[src/rtl/core/xcfp_pkg.sv]
// Shared constants and types for the xor-checked frame parser.
package xcfp_pkg;

  // Largest payload a frame may carry.
  localparam int MAX_PAYLOAD = 32;

  // Internal widths follow MAX_PAYLOAD.
  localparam int LEN_W = $clog2(MAX_PAYLOAD + 1);
  localparam int IDX_W = (MAX_PAYLOAD > 1) ? $clog2(MAX_PAYLOAD) : 1;

  // Fixed widths of the fields on the ports.
  localparam int BYTE_W           = 8;
  localparam int PAYLOAD_LENGTH_W = 6;
  localparam int BYTE_INDEX_W     = 5;
  localparam int CFG_INDEX_W      = 1;

  // Configuration register indexes.
  localparam logic [CFG_INDEX_W-1:0] REG_HEADER = 1'b0;
  localparam logic [CFG_INDEX_W-1:0] REG_TAIL   = 1'b1;

  // Reset values of the configuration registers.
  localparam logic [BYTE_W-1:0] HEADER_RESET = 8'hAA;
  localparam logic [BYTE_W-1:0] TAIL_RESET   = 8'h55;

  // Commands from the controller to the datapath.
  typedef struct packed {
    logic load_cmd;    // capture command byte, seed checksum
    logic xor_len;     // fold length byte into checksum
    logic load_len;    // capture payload length
    logic clr_idx;     // reset the byte counter
    logic write_byte;  // store payload byte, fold it, advance counter
    logic inc_idx;     // advance the read counter
    logic emit_load;   // load the output register with one result
  } xcfp_cmd_t;

  // Status from the datapath to the controller.
  typedef struct packed {
    logic hdr_match;
    logic tail_match;
    logic len_over;
    logic len_zero;
    logic len_in_zero;
    logic fill_done;
    logic xor_match;
    logic out_free;
    logic emit_last;
  } xcfp_status_t;

endpackage

[src/rtl/core/xcfp_ram.sv]
// Generic single-port-write, single-port-read RAM with registered read data.
module xcfp_ram #(
  parameter int WIDTH = 8,
  parameter int DEPTH = 32
) (
  input  logic                     clk,
  input  logic                     wr_en,
  input  logic [$clog2(DEPTH)-1:0] wr_addr,
  input  logic [WIDTH-1:0]         wr_data,
  input  logic [$clog2(DEPTH)-1:0] rd_addr,
  output logic [WIDTH-1:0]         rd_data
);

  logic [WIDTH-1:0] mem [DEPTH];

  always_ff @(posedge clk) begin
    if (wr_en) begin
      mem[wr_addr] <= wr_data;
    end
    rd_data <= mem[rd_addr];
  end

endmodule

[src/rtl/core/xcfp_dp.sv]
// Datapath of the frame parser: frame registers, checksum, payload RAM, output register.
module xcfp_dp (
  input  logic                                   clk,
  input  logic                                   rst,
  input  xcfp_pkg::xcfp_cmd_t                    cmd,
  output xcfp_pkg::xcfp_status_t                 status,
  input  logic                                   cfg_we,
  input  logic [xcfp_pkg::CFG_INDEX_W-1:0]       cfg_index,
  input  logic [xcfp_pkg::BYTE_W-1:0]            cfg_data,
  input  logic [xcfp_pkg::BYTE_W-1:0]            rx_byte,
  input  logic                                   out_stall,
  output logic                                   out_valid,
  output logic [xcfp_pkg::BYTE_W-1:0]            command,
  output logic [xcfp_pkg::PAYLOAD_LENGTH_W-1:0]  payload_length,
  output logic [xcfp_pkg::BYTE_INDEX_W-1:0]      byte_index,
  output logic [xcfp_pkg::BYTE_W-1:0]            payload_byte,
  output logic                                   has_byte,
  output logic                                   last
);

  logic [xcfp_pkg::BYTE_W-1:0] header_value;
  logic [xcfp_pkg::BYTE_W-1:0] tail_value;
  logic [xcfp_pkg::BYTE_W-1:0] frame_command;
  logic [xcfp_pkg::LEN_W-1:0]  frame_length;
  logic [xcfp_pkg::LEN_W-1:0]  idx;
  logic [xcfp_pkg::BYTE_W-1:0] running_xor;
  logic [xcfp_pkg::BYTE_W-1:0] ram_q;
  logic [xcfp_pkg::LEN_W-1:0]  idx_plus1;

  assign idx_plus1 = idx + xcfp_pkg::LEN_W'(1);

  // Configuration registers.
  always_ff @(posedge clk) begin
    if (rst) begin
      header_value <= xcfp_pkg::HEADER_RESET;
      tail_value   <= xcfp_pkg::TAIL_RESET;
    end else if (cfg_we) begin
      unique case (cfg_index)
        xcfp_pkg::REG_HEADER: header_value <= cfg_data;
        xcfp_pkg::REG_TAIL:   tail_value   <= cfg_data;
        default: ;
      endcase
    end
  end

  // Frame registers and checksum.
  always_ff @(posedge clk) begin
    if (rst) begin
      frame_command <= '0;
      frame_length  <= '0;
      idx           <= '0;
      running_xor   <= '0;
    end else begin
      if (cmd.load_cmd) begin
        frame_command <= rx_byte;
        running_xor   <= rx_byte;
      end
      if (cmd.xor_len || cmd.write_byte) begin
        running_xor <= running_xor ^ rx_byte;
      end
      if (cmd.load_len) begin
        frame_length <= xcfp_pkg::LEN_W'(rx_byte);
      end
      if (cmd.clr_idx) begin
        idx <= '0;
      end else if (cmd.write_byte || cmd.inc_idx) begin
        idx <= idx_plus1;
      end
    end
  end

  xcfp_ram #(
    .WIDTH (xcfp_pkg::BYTE_W),
    .DEPTH (xcfp_pkg::MAX_PAYLOAD)
  ) u_store (
    .clk     (clk),
    .wr_en   (cmd.write_byte),
    .wr_addr (idx[xcfp_pkg::IDX_W-1:0]),
    .wr_data (rx_byte),
    .rd_addr (idx[xcfp_pkg::IDX_W-1:0]),
    .rd_data (ram_q)
  );

  // Output register: hold while stalled.
  always_ff @(posedge clk) begin
    if (rst) begin
      out_valid <= 1'b0;
    end else if (cmd.emit_load) begin
      out_valid <= 1'b1;
    end else if (!out_stall) begin
      out_valid <= 1'b0;
    end
  end

  always_ff @(posedge clk) begin
    if (cmd.emit_load) begin
      command        <= frame_command;
      payload_length <= xcfp_pkg::PAYLOAD_LENGTH_W'(frame_length);
      byte_index     <= xcfp_pkg::BYTE_INDEX_W'(idx);
      payload_byte   <= status.len_zero ? '0 : ram_q;
      has_byte       <= !status.len_zero;
      last           <= status.emit_last;
    end
  end

  always_comb begin
    status.hdr_match   = (rx_byte == header_value);
    status.tail_match  = (rx_byte == tail_value);
    status.len_over    = (rx_byte > xcfp_pkg::BYTE_W'(xcfp_pkg::MAX_PAYLOAD));
    status.len_zero    = (frame_length == '0);
    status.len_in_zero = (rx_byte == '0);
    status.fill_done   = (idx_plus1 >= frame_length);
    status.xor_match   = (running_xor == rx_byte);
    status.out_free    = !out_valid || !out_stall;
    status.emit_last   = (frame_length == '0) || (idx_plus1 == frame_length);
  end

endmodule

[src/rtl/core/xcfp_ctrl.sv]
// Controller of the frame parser: frame phase sequencing and result emission.
module xcfp_ctrl (
  input  logic                   clk,
  input  logic                   rst,
  input  logic                   in_valid,
  output logic                   in_stall,
  input  xcfp_pkg::xcfp_status_t status,
  output xcfp_pkg::xcfp_cmd_t    cmd
);

  typedef enum logic [2:0] {
    S_HEADER,
    S_COMMAND,
    S_LENGTH,
    S_PAYLOAD,
    S_CHECK,
    S_TAIL,
    S_READ,
    S_LOAD
  } state_t;

  state_t state;
  state_t state_next;
  logic   acc;

  assign in_stall = (state == S_READ) || (state == S_LOAD);
  assign acc      = in_valid && !in_stall;

  always_ff @(posedge clk) begin
    if (rst) begin
      state <= S_HEADER;
    end else begin
      state <= state_next;
    end
  end

  always_comb begin
    cmd        = '0;
    state_next = state;
    unique case (state)
      S_HEADER: begin
        if (acc && status.hdr_match) state_next = S_COMMAND;
      end
      S_COMMAND: begin
        if (acc) begin
          cmd.load_cmd = 1'b1;
          state_next   = S_LENGTH;
        end
      end
      S_LENGTH: begin
        if (acc) begin
          cmd.xor_len = 1'b1;
          if (status.len_over) begin
            state_next = S_HEADER;
          end else begin
            cmd.load_len = 1'b1;
            cmd.clr_idx  = 1'b1;
            // length byte is still on rx_byte: decide zero length from it
            state_next   = status.len_in_zero ? S_CHECK : S_PAYLOAD;
          end
        end
      end
      S_PAYLOAD: begin
        if (acc) begin
          cmd.write_byte = 1'b1;
          if (status.fill_done) state_next = S_CHECK;
        end
      end
      S_CHECK: begin
        if (acc) state_next = status.xor_match ? S_TAIL : S_HEADER;
      end
      S_TAIL: begin
        if (acc) begin
          if (status.tail_match) begin
            cmd.clr_idx = 1'b1;
            state_next  = S_READ;
          end else begin
            state_next = S_HEADER;
          end
        end
      end
      S_READ: begin
        state_next = S_LOAD;
      end
      S_LOAD: begin
        if (status.out_free) begin
          cmd.emit_load = 1'b1;
          if (status.emit_last) begin
            state_next = S_HEADER;
          end else begin
            cmd.inc_idx = 1'b1;
            state_next  = S_READ;
          end
        end
      end
      default: state_next = S_HEADER;
    endcase
  end

endmodule

[src/rtl/core/xor_checked_frame_parser.sv]
// Top level of the xor-checked frame parser.
// Usage:
//   Input channel (in_valid / in_stall / rx_byte) carries one received byte per
//   item. Frames are header, command, length, payload, checksum, tail; the
//   checksum is the XOR of command, length and all payload bytes.
//   Output channel (out_valid / out_stall / result fields) carries one item per
//   payload byte of a good frame, or one empty item for a zero-length payload;
//   the final item of a frame has last set.
//   Configuration (cfg_valid / cfg_ready / cfg_index / cfg_data) sets the header
//   byte (index 0) and the tail byte (index 1); cfg_ready is always high.
// Timing:
//   While parsing, one byte is accepted every cycle. After a good tail, in_stall
//   is high while results are read from the payload RAM: each result takes a
//   RAM read through the registered read port, then an output load that waits
//   while a stalled result holds the output register; input resumes the cycle
//   after the last result is loaded into the output register.
// Reset (rst, synchronous): parser waits for a header, header/tail bytes return
//   to 0xAA/0x55, the output register empties. Payload RAM is not cleared.
// Stall: a stalled result holds in the output register and the emission loop
//   waits, so input stays stalled until every result of the frame is loaded.
module xor_checked_frame_parser (
  input  logic                                   clk,
  input  logic                                   rst,
  input  logic                                   cfg_valid,
  output logic                                   cfg_ready,
  input  logic [xcfp_pkg::CFG_INDEX_W-1:0]       cfg_index,
  input  logic [xcfp_pkg::BYTE_W-1:0]            cfg_data,
  input  logic                                   in_valid,
  output logic                                   in_stall,
  input  logic [xcfp_pkg::BYTE_W-1:0]            rx_byte,
  output logic                                   out_valid,
  input  logic                                   out_stall,
  output logic [xcfp_pkg::BYTE_W-1:0]            command,
  output logic [xcfp_pkg::PAYLOAD_LENGTH_W-1:0]  payload_length,
  output logic [xcfp_pkg::BYTE_INDEX_W-1:0]      byte_index,
  output logic [xcfp_pkg::BYTE_W-1:0]            payload_byte,
  output logic                                   has_byte,
  output logic                                   last
);

  xcfp_pkg::xcfp_cmd_t    dp_cmd;
  xcfp_pkg::xcfp_status_t dp_status;

  // Registers may be written at any time the block is idle.
  assign cfg_ready = 1'b1;

  xcfp_ctrl u_ctrl (
    .clk      (clk),
    .rst      (rst),
    .in_valid (in_valid),
    .in_stall (in_stall),
    .status   (dp_status),
    .cmd      (dp_cmd)
  );

  xcfp_dp u_dp (
    .clk            (clk),
    .rst            (rst),
    .cmd            (dp_cmd),
    .status         (dp_status),
    .cfg_we         (cfg_valid && cfg_ready),
    .cfg_index      (cfg_index),
    .cfg_data       (cfg_data),
    .rx_byte        (rx_byte),
    .out_stall      (out_stall),
    .out_valid      (out_valid),
    .command        (command),
    .payload_length (payload_length),
    .byte_index     (byte_index),
    .payload_byte   (payload_byte),
    .has_byte       (has_byte),
    .last           (last)
  );

  // Results are only loaded while input is held off.
  a_emit_stalls_input: assert property (@(posedge clk) disable iff (rst)
    dp_cmd.emit_load |-> in_stall)
    else $error("result loaded while input accepted");

  // More results pending: input must stay held.
  a_pending_holds_input: assert property (@(posedge clk) disable iff (rst)
    (dp_cmd.emit_load && !dp_status.emit_last) |=> in_stall)
    else $error("input released before frame fully emitted");

  // Emission starts only after a matching tail byte was accepted.
  a_emit_after_tail: assert property (@(posedge clk) disable iff (rst)
    $rose(in_stall) |-> $past(in_valid && dp_status.tail_match))
    else $error("emission started without a good tail");

  // A new result appears only when one was loaded.
  a_valid_from_load: assert property (@(posedge clk) disable iff (rst)
    $rose(out_valid) |-> $past(dp_cmd.emit_load))
    else $error("output valid without a load");

endmodule
[config.mk]
export PLATFORM = sky130hd
export DESIGN_NAME = xor_checked_frame_parser
export DESIGN_NICKNAME = d
export VERILOG_FILES = /design/src/rtl/core/xcfp_pkg.sv /design/src/rtl/core/xcfp_ram.sv /design/src/rtl/core/xcfp_dp.sv /design/src/rtl/core/xcfp_ctrl.sv /design/src/rtl/core/xor_checked_frame_parser.sv
export SDC_FILE = /design/constraint.sdc
export NUM_CORES = 1
export LEC_CHECK = 0
export ABC_CLOCK_PERIOD_IN_PS = 3200
export BUFFER_PORTS_ARGS = -buffer_cell sky130_fd_sc_hd__buf_4
export CORE_MARGIN = 3
export CORE_UTILIZATION = 45
export DETAILED_ROUTE_END_ITERATION = 10
export SKIP_CTS_REPAIR_TIMING = 1
export SLEW_MARGIN = 20
export SYNTH_ARGS = -nofsm -noshare
export SYNTH_HDL_FRONTEND = slang
export SYNTH_SLANG_ARGS = --single-unit
[constraint.sdc]
create_clock -name clk -period 3.2 [get_ports clk]
set_input_delay 0.16 -clock clk [delete_from_list [all_inputs] [get_ports clk]]
set_output_delay 0.16 -clock clk [all_outputs]
set_load 0.02 [all_outputs]
# After elaboration in Yosys (flattened, before gate mapping)
# Memories as Yosys holds them, arrays and structs flattened. A register that Yosys moved wholly into a read port is not among the register bits.
# Cells that the tools add are included.
op_classes:
  addsub: 1
  multipliers: 0
  div: 0
  order_cmp: 2
  eq_ne: 20
  n_shift: 0
  muxes: 32
  bitwise: 2
  reduce_logical: 19
op_table:
  columns: ["operator", "count"]
  rows:
  - ["3-bit two-way mux", 14]
  - ["8-bit == test", 3]
  - ["3-bit case mux with 8 select lines", 1]
  - ["8-bit two-way mux", 2]
  - ["2-bit by 1-bit inequality test with 1-bit output, second input constant", 7]
  - ["3-bit == test, second input constant", 4]
  - ["1-bit two-way mux", 10]
  - ["8-bit by 6-bit greater-than comparator with 1-bit output, second input constant", 1]
  - ["8-bit logical NOT", 1]
  - ["2-bit two-way mux", 4]
  - ["8-bit AND reduction", 1]
  - ["8-bit XOR", 1]
  - ["6-bit by 1-bit adder with 6-bit output, second input constant", 1]
  - ["3-bit by 2-bit == test with 1-bit output, second input constant", 2]
  - ["6-bit == test", 1]
  - ["6-bit greater-or-equal comparator", 1]
  - ["6-bit logical NOT", 1]
  - ["1-bit logical OR", 5]
  - ["1-bit logical NOT", 4]
  - ["2-bit inequality test, second input constant", 2]
  - ["2-bit AND reduction", 2]
  - ["3-bit by 1-bit == test with 1-bit output, second input constant", 1]
  - ["3-bit logical NOT", 1]
  - ["1-bit logical AND", 2]
  - ["4 further kinds", 4]
word_totals:
  ff_bits: 77
  latchBits: 0
  ram_bits: 256
  rom_bits: 0
  inputBits: 22
  word_cells: 91
  mem_count: 1
mem_list:
  columns: ["memory", "depth", "word_bits", "read_ports", "rd_clocked_by_memory_dff", "wr", "line_no", "rtl"]
  rows:
  - ["u_dp.u_store.mem", 32, 8, 1, 1, 1, "xcfp_ram.sv:14", "logic [WIDTH-1:0] mem [DEPTH];"]

# Logic depth before layout (Yosys ltp)
# Gate-level depths: netlist (run 1).
logic_depth:
  word_depth: 8
  mapped_depth: 13

# Hierarchy
# Synthesis (run 1) repeated with hierarchy kept, for this count alone.
hier_totals:
  cells_unflattened: 771
  hier_area_um2: 13685.6
by_module_without_submodules:
  columns: ["mod", "instances", "cells_per_inst", "area_per_inst_um2", "seq_area_each_um2"]
  rows:
  - ["xcfp_ram", 1, 417, 10053.4, 7847.5]
  - ["xcfp_dp", 1, 304, 3245.6, 1771.7]
  - ["xcfp_ctrl", 1, 48, 375.4, 60.1]
  - ["xor_checked_frame_parser", 1, 2, 11.3, 0.0]

# Least setup slack after synthesis (run 1)
# OpenSTA, ideal clock, no wires.
synth_path:
  path_kind: "reg-to-reg"
  from: "register u_ctrl.state[0]"
  to: "register u_dp.idx[3] (netlist name)"
  setup_time_ps: 132
  arrival_ps: 2870
  required_ps: 3068
  path_slack_ps: 197
  stages_incl_launch_ff: 8
  period_less_slack_ps: 3003
  path_cell_list: "dfxtp_1 -> clkbuf_1 -> nand3_1 -> a21oi_1 -> a32o_1 -> and2b_1 -> xnor2_1 -> nor2_1"
synth_between:
  elab_chain_cells: 7
synth_lines:
  columns: ["element", "line_no", "rtl"]
  rows:
  - ["start, declared", "xcfp_ctrl.sv:22", "state_t state;"]
  - ["start signal, assigned", "xcfp_ctrl.sv:33", "state <= state_next;"]
  - ["3-bit == test, on equally long branches", "xcfp_ctrl.sv:26, xcfp_ctrl.sv:40", null]
  - ["1-bit logical OR", "xcfp_ctrl.sv:26", "assign in_stall = (state == S_READ) || (state == S_LOAD);"]
  - ["1-bit logical NOT", "xcfp_ctrl.sv:27", "assign acc = in_valid && !in_stall;"]
  - ["1-bit logical AND", "xcfp_ctrl.sv:27", null]
  - ["1-bit two-way mux, or another cell as far along", "xcfp_ctrl.sv:73", "if (acc) begin"]
  - ["1-bit case mux with 2 select lines / 1-bit two-way mux (equally long branches)", "xcfp_ctrl.sv:40", "unique case (state)"]
  - ["2-bit OR reduction (no line) / 1-bit logical OR (equally long branches)", null, null]
  - ["end signal, assigned", "xcfp_dp.sv:67", "idx <= idx_plus1;"]
  - ["end, declared", "xcfp_dp.sv:25", "logic [xcfp_pkg::LEN_W-1:0] idx;"]
# Parallel ways exist; a longest one is shown, timed or not.
# A chain may end at the register's enable or synchronous reset.

# Final worst setup path (run 1)
layout_path:
  from: "register u_dp.idx[1] (netlist name)"
  to: "register u_ctrl.state[1]"
layout_between:
  elab_chain_cells: 6
layout_lines:
  columns: ["element", "line_no", "rtl"]
  rows:
  - ["6-bit by 1-bit adder with 6-bit output (*)", "xcfp_dp.sv:30", "assign idx_plus1 = idx + xcfp_pkg::LEN_W'(1);"]
  - ["named net u_dp.idx_plus1, one bit", "xcfp_dp.sv:28", "logic [xcfp_pkg::LEN_W-1:0] idx_plus1;"]
  - ["parallel branches: the longest is 5 deep, another holds 6-bit greater-or-equal comparator", null, null]
# Mark *: on every way through the listed nets, which the timed path passes. The select of a mux whose other input is x is not followed.

==> reports/summary.txt, run 1 <==
Share of layout cells above drive strength 1 = 24.60%
Period minus WS final = 2.771 ns
Inserted Diodes = 0
Ys Warns = 0
Vias = 7478
Setup crit end = u_ctrl.state[1]$_SDFFE_PP0P_
Reg2Reg Capture Point = u_ctrl.state[1]$_SDFFE_PP0P_
XOR/XNOR Fraction of Synth Area = 2.144%
Number of global-route vias before repair = 7426
Nets = 941
Count of cell types in the netlist = 50
Max Cap Violations = 0
Worst path most repeated cell = ha_1
Total CTS buffers = 37
Initial Utilization = 46.33%
Setup Skew = 0.01716 ns
Initial DRC count = 879
Largest family of logic cells by synthesized area = multiplexers
Syn Nets = 832
Critical path startpoint category = flip-flop
Total GRT Usage = 19.16%
# rows = 62
Post-synth top area share = 63.50%
Max Slew Vio Count = 0
GR Overflow Total = 0
DR pass1 iterations = 5
Yosys top cell by area = edfxtp_1
Critical path cell sequence = buf_4 > inv_1 > ha_1 > ha_1 > nand2_1 > o22ai_1 > a2111oi_2 > nor2_1 > mux2_2 > o211a_1
CTS tree = done
Htree depth = 2
Worst slew pin tran = 0.9305 ns
Top cells by count, synth = edfxtp_1, nor2_1, mux4_2
Setup WS pre-CTS = 0.4563 ns
Power Density = 571.6 nW/um^2
Routed wire length = 30.19 mm
DIE HEIGHT = 179.1 um
CTS max path bufs = 3
Avg Inst Size Synth = 16.85 sq um
F_max = 360.9 MHz
Max_slew headroom = 37.49%
Buf+Inv Stages, Crit Path = 2
Port-buffer cells = 52
Setup Crit Path Kind = flip-flop to flip-flop
Fin util = 54.40%
Worst vdd ir = 0.0003931 V
Area Overhead vs Synth = 17.42%
Via density = 5.669
Adder-cell share of the synthesized area = 0.9283%
Worst reg-to-reg path cell count = 10
Detailed placement HPWL = 19.18 mm
Post-Synthesis Cell Area = 13480 sq um
RR Startpoint = u_dp.idx[1]$_SDFFE_PP0P_
Critical path's slowest cell = a2111oi_2
FF-to-FF setup slack = 0.43 ns
I/O Pins = 54
Min-delay worst type = primary input to flip-flop
WL per Instance = 22.89 um
Synth Area in Compound Gates = 4.224%
Critical Path RT = 3.62 ns
CTS sink count = 341
Worst hold slack = 0.02287 ns
Asr flop ratio synth = 0%
Final Hold Viols = 0
Placer Congestion = 0.8402
CP Depth = 10
Die Area = 32060 sq um
Fin worst setup slack = 0.4294 ns
Ys flop type = edfxtp_1
Die X = 179.1 um
Synth Instances = 800
Largest net degree at the start of global routing = 43
Yosys reg bits = 341
Largest stage delay on the critical path = 0.44 ns
Final-report setup violation count = 0
Post-Synth Simple-Gate Area = 7.046%
Antenna violations before repair = 0
Detail Route Antenna Nets = 0
Crit path from = u_dp.idx[1]$_SDFFE_PP0P_
Sequential fraction of the synthesis area = 71.82%
Most common cell in the netlist = edfxtp_1
RSZ-0062 raised after global routing = no
Root Driver = clkbuf_16
P_leak = 0.005324 uW
Status = finished, final reports clean
Global-route wire length before repair = 45.48 mm
Final period utilization = 86.58%
Worst EP arrival = 3.19 ns
Fin Setup TNS = 0 ns
Critical path's top delay family = adder cells
Core Region = 29090 sq um
Largest cells by area after synthesis = edfxtp_1, mux4_2, dfxtp_1
Worst Setup End Kind = flip-flop
Post-synth EDFFs = 285
Critical-path maximum fanout = 27
Clock latency on the worst-skew pair = 0.52 ns
Clock transition at the registers of the reported paths = 0.06 ns
DRC violations left = 0
Mux share of post-synthesis cell area = 11.89%
[power breakdown]
part           leakage [uW]  internal [uW]  switching [uW]
registers           0.00305           4810            10.0
logic               0.00172           61.2             131
clock network      0.000558           2410            1630
total               0.00532           7280            1770
[metal layers]
layer | routed length (um) | vias to the layer above | GRT usage, % | part of all wire, %
li1 | - | 3332 | - | -
met1 | 12760 | 3826 | 26.78 | 42
met2 | 14450 | 256 | 30.42 | 48
met3 | 2004 | 64 | 3.643 | 6.6
met4 | 980 | 0 | 6.526 | 3.2
met5 | 0 | - | 0 | 0
[kinds of logic (layout without fill, tap and decap cells)]
family / Yosys count / in the layout
flip-flops: 341 / 341
AND/OR/NAND/NOR: 196 / 196
AO/OA/AOI/OAI: 80 / 80
multiplexers: 80 / 80
buffers and inverters: 59 / 194
XOR/XNOR: 33 / 33
adder cells (fa/ha/maj): 10 / 10
other: 1 / 1
[cell usage in the layout (no fill, tap or decap), drive strengths merged, types with 2 or more instances in the layout]
| master | instances |
|---|---|
| a21oi | 27 |
| a22oi | 32 |
| a31oi | 3 |
| a32oi | 8 |
| and2 | 12 |
| and2b | 2 |
| buf | 103 |
| clkbuf | 56 |
| clkinv | 5 |
| dfxtp | 56 |
| dlygate4sd3 | 14 |
| edfxtp | 285 |
| ha | 10 |
| inv | 14 |
| mux2i | 15 |
| mux4 | 64 |
| nand2 | 50 |
| nand2b | 2 |
| nand3 | 22 |
| nand3b | 3 |
| nand4 | 12 |
| nor2 | 66 |
| nor2b | 3 |
| nor3 | 4 |
| nor3b | 2 |
| nor4 | 5 |
| nor4b | 2 |
| o21ai | 2 |
| or2 | 3 |
| or3 | 3 |
| xnor2 | 9 |
| xor2 | 24 |
[worst reg2reg max path, stage by stage (launching register included)]
cell and delay, ns:
dfxtp_2 0.35, buf_4 0.36, inv_1 0.14, ha_1 0.33, ha_1 0.30, nand2_1 0.08
o22ai_1 0.09, a2111oi_2 0.44, nor2_1 0.16, mux2_2 0.30, o211a_1 0.10
[flip-flops by register name (all words and copies together) (netlist names), 8 cells and up]
name,count
u_dp.command,8
u_dp.u_store.rd_data,8
u_dp.tail_value,8
u_dp.payload_byte,8
u_dp.frame_command,8
u_dp.u_store.mem,256
u_dp.running_xor,8
u_dp.header_value,8
[worst min path at each step]
stage                           start                                 to  slack, ns  depth (start not counted)
after floorplan            rx_byte[0]   u_dp.u_store.mem[0][0]$_DFFE_PP_       0.26                          0
after global placement    cfg_data[7]  u_dp.header_value[7]$_SDFFE_PP1P_       0.39                          3
after detailed placement  cfg_data[1]  u_dp.header_value[1]$_SDFFE_PP1P_       0.40                          3
after CTS                 cfg_data[1]  u_dp.header_value[1]$_SDFFE_PP1P_      -0.15                          3
after global routing              rst  u_dp.header_value[4]$_SDFFE_PP0P_       0.03                          2
final                             rst  u_dp.header_value[4]$_SDFFE_PP0P_       0.02                          2
[per-stage QoR]
step / std cells / power, uW / instance area, sq um
2_1_floorplan: 800 / 4988 / 13480
3_3_place_gp: 1240 / 5083 / 14530
3_5_place_dp: 1240 / 5091 / 14530
4_1_cts: 1305 / 9113 / 15690
5_1_grt: 1319 / 9324 / 15830
6_report: 1319 / 9047 / 15830
[layout make-up]
cell class / count / area [sq um]
multi-input combinational: 400 / 3551
clock inverter: 9 / 72.57
timing repair buffer: 117 / 913.4
sequential: 341 / 9684
fill: 2263 / 13260
clock buffer: 56 / 1080
tap: 384 / 480.5
inverter: 12 / 45.04
(Power assumes the default switching activity.)
==> run 2: changes to the inputs <==
Settings changed: CELL_PAD_IN_SITES_DETAIL_PLACEMENT set to 0, CELL_PAD_IN_SITES_GLOBAL_PLACEMENT set to 2, CORE_UTILIZATION 45 to 42, PLACE_DENSITY_LB_ADDON set to 0.1, SETUP_SLACK_MARGIN set to 0.3, SYNTH_HIERARCHICAL set to 1.
==> run 2 against run 1 <==
  * Global-route usage decreased by 1.2 points
  * Sequential power about the same
  * Combinational power increased by 5%
  * Critical endpoint is now u_dp/u_store/mem[16][1]$_DFFE_PP_
  * Synthesized cell count decreased by 3.8%
==> reports/summary.txt, run 2 <==
Status = finished, final reports clean
Post-Synthesis Cell Area = 13680 sq um
Antenna violations before repair = 0
Final-report setup violation count = 0
M3 GR Usage = 3.156%
Total CTS buffers = 37
CTS sink count = 341
Die Area = 34780 sq um
DIE HEIGHT = 186.5 um
Commonest cells after routing, fill and taps aside = edfxtp_1, buf_4, nor2_1, mux4_2, dfxtp_1
GR Overflow Total = 0
CTS max path bufs = 3
Initial DRC count = 518
Htree depth = 2
RR Startpoint = u_ctrl/state[2]$_SDFFE_PP0P_
Nets = 902
Critical path cell sequence = and2b_2 > and3_1 > or3b_2 > nor2_1
Global-route wire length before repair = 47.09 mm
Detail Route Antenna Nets = 0
Via density = 5.409
Setup WS pre-CTS = 0.4384 ns
# rows = 65
Max_slew headroom = 49.84%
CTS tree = done
WL per Instance = 23.38 um
FF-to-FF setup slack = 0.40 ns
Inserted Diodes = 0
Clock Power Share = 43.8%
Power Total = 8932 uW
DRC violations left = 0
Syn Nets = 799
Port-buffer cells = 52
Crit path from = u_ctrl/state[2]$_SDFFE_PP0P_
I/O Pins = 54
Min-delay worst type = primary input to flip-flop
Critical path's slowest cell = or3b_2
Worst vdd ir = 0.0005960 V
Part of the power in registers = 53.9%
Die X = 186.5 um
Switching share of total power = 19.75%
RSZ-0062 raised after global routing = yes
Root Driver = clkbuf_16
Critical-path maximum fanout = 13
Setup Skew = 0.01126 ns
Synth Instances = 770
Met1 Use GR = 25.74%
Share of layout cells above drive strength 1 = 28.00%
Clock latency on the worst-skew pair = 0.51 ns
Post-route insts no fill = 1335
Worst slew pin tran = 0.7496 ns
Final Hold Viols = 0
Setup Crit Path Kind = flip-flop to flip-flop
Placer Congestion = 0.8209
Worst Hold End = u_dp/running_xor[2]$_SDFFE_PP0P_
DR pass1 iterations = 5
Avg Inst Size Synth = 17.77 sq um
Fin Setup TNS = 0 ns
Psw = 1764 uW
Largest stage delay on the critical path = 0.64 ns
Max Cap Violations = 0
Worst EP arrival = 2.93 ns
P_leak = 0.004983 uW
Largest register FFs = 256
Detailed placement HPWL = 20.05 mm
Fin worst setup slack = 0.4006 ns
Int Power = 7168 uW
Fillers = 2641
Vias = 7221
Area Overhead vs Synth = 16.55%
F_max = 357.2 MHz
Core Region = 31800 sq um
Power Density = 560.1 nW/um^2
Critical path startpoint category = flip-flop
Gr busiest metal = met2
Initial Utilization = 43.03%
Ys Warns = 6
Final period utilization = 87.48%
Largest net degree at the start of global routing = 72
Total GRT Usage = 17.99%
Hold path depth = 3
Worst reg-to-reg path cell count = 4
Combinational fraction of design power = 2.2%
Largest reg by FF count = u_dp/u_store/mem
Placed Cells = 1257
Reg2Reg Capture Point = u_dp/u_store/mem[16][1]$_DFFE_PP_
Number of global-route vias before repair = 7400
Routed wire length = 31.21 mm
Period minus WS final = 2.799 ns
Worst Setup End Kind = flip-flop
Met2 Usage GRT = 28.34%
Most common cell after layout, fill and taps aside = edfxtp_1
Critical Path RT = 3.34 ns
Max Slew Vio Count = 0
Min-delay src = rx_byte[2]
Clock transition at the registers of the reported paths = 0.06 ns
==> run 2: cell type report <==
class	count	area [sq um]	share of cell area (%)
Sequential cell	341	9684	60.73
Multi-Input combinational cell	379	3729	23.38
Clock buffer	47	963.4	6.042
Timing Repair Buffer	109	860.8	5.398
Tap cell	435	544.3	3.413
Clock inverter	19	146.4	0.9180
Inverter	5	18.77	0.1177
==> run 2: layer usage <==
| metal | wire, um | part of all wire, % |
|---|---|---|
| met1 | 14080 | 45 |
| met2 | 14590 | 47 |
| met3 | 1599 | 5.1 |
| met4 | 938 | 3.0 |
| met5 | 0 | 0 |
==> run 2: worst max path at each step <==
stage | slack (ns) | end | depth (start not counted)
after floorplan | 0.80 | u_dp/idx[5]$_SDFFE_PP0P_ | 10
after global placement | 0.57 | u_dp/u_store/mem[20][2]$_DFFE_PP_ | 4
after detailed placement | 0.44 | u_dp/u_store/mem[24][5]$_DFFE_PP_ | 4
after CTS | 0.42 | u_dp/u_store/mem[4][4]$_DFFE_PP_ | 4
after global routing | 0.25 | u_dp/u_store/mem[24][4]$_DFFE_PP_ | 4
final | 0.40 | u_dp/u_store/mem[16][1]$_DFFE_PP_ | 4
==> run 2: worst max-delay path, delay by kind of cell, from the launching register on <==
family	cells	cell delay, ns
and+or+nand+nor	4	1.99
DFF	1	0.43
==> run 2: per-stage QoR <==
step / instance area (sq um) / util (%) / hold WS, ns
floorplan: 13680 / - / 0.2589
global placement: 14710 / 46.27 / 0.3819
detailed placement: 14710 / 46.27 / 0.3780
CTS: 15820 / 49.76 / -0.1556
global route: 15950 / 50.15 / 0.03094
finish: 15950 / 50.15 / 0.04787
==> run 2: power groups by stage <==
| stage | logic, uW | registers [uW] | clock network [uW] |
|---|---|---|---|
| after floorplan | 79.1 | 4910 | 0 |
| after global placement | 188 | 4910 | 0 |
| after detailed placement | 193 | 4910 | 0 |
| after CTS | 193 | 4820 | 4020 |
| after global routing | 220 | 4810 | 4210 |
| final | 201 | 4820 | 3910 |
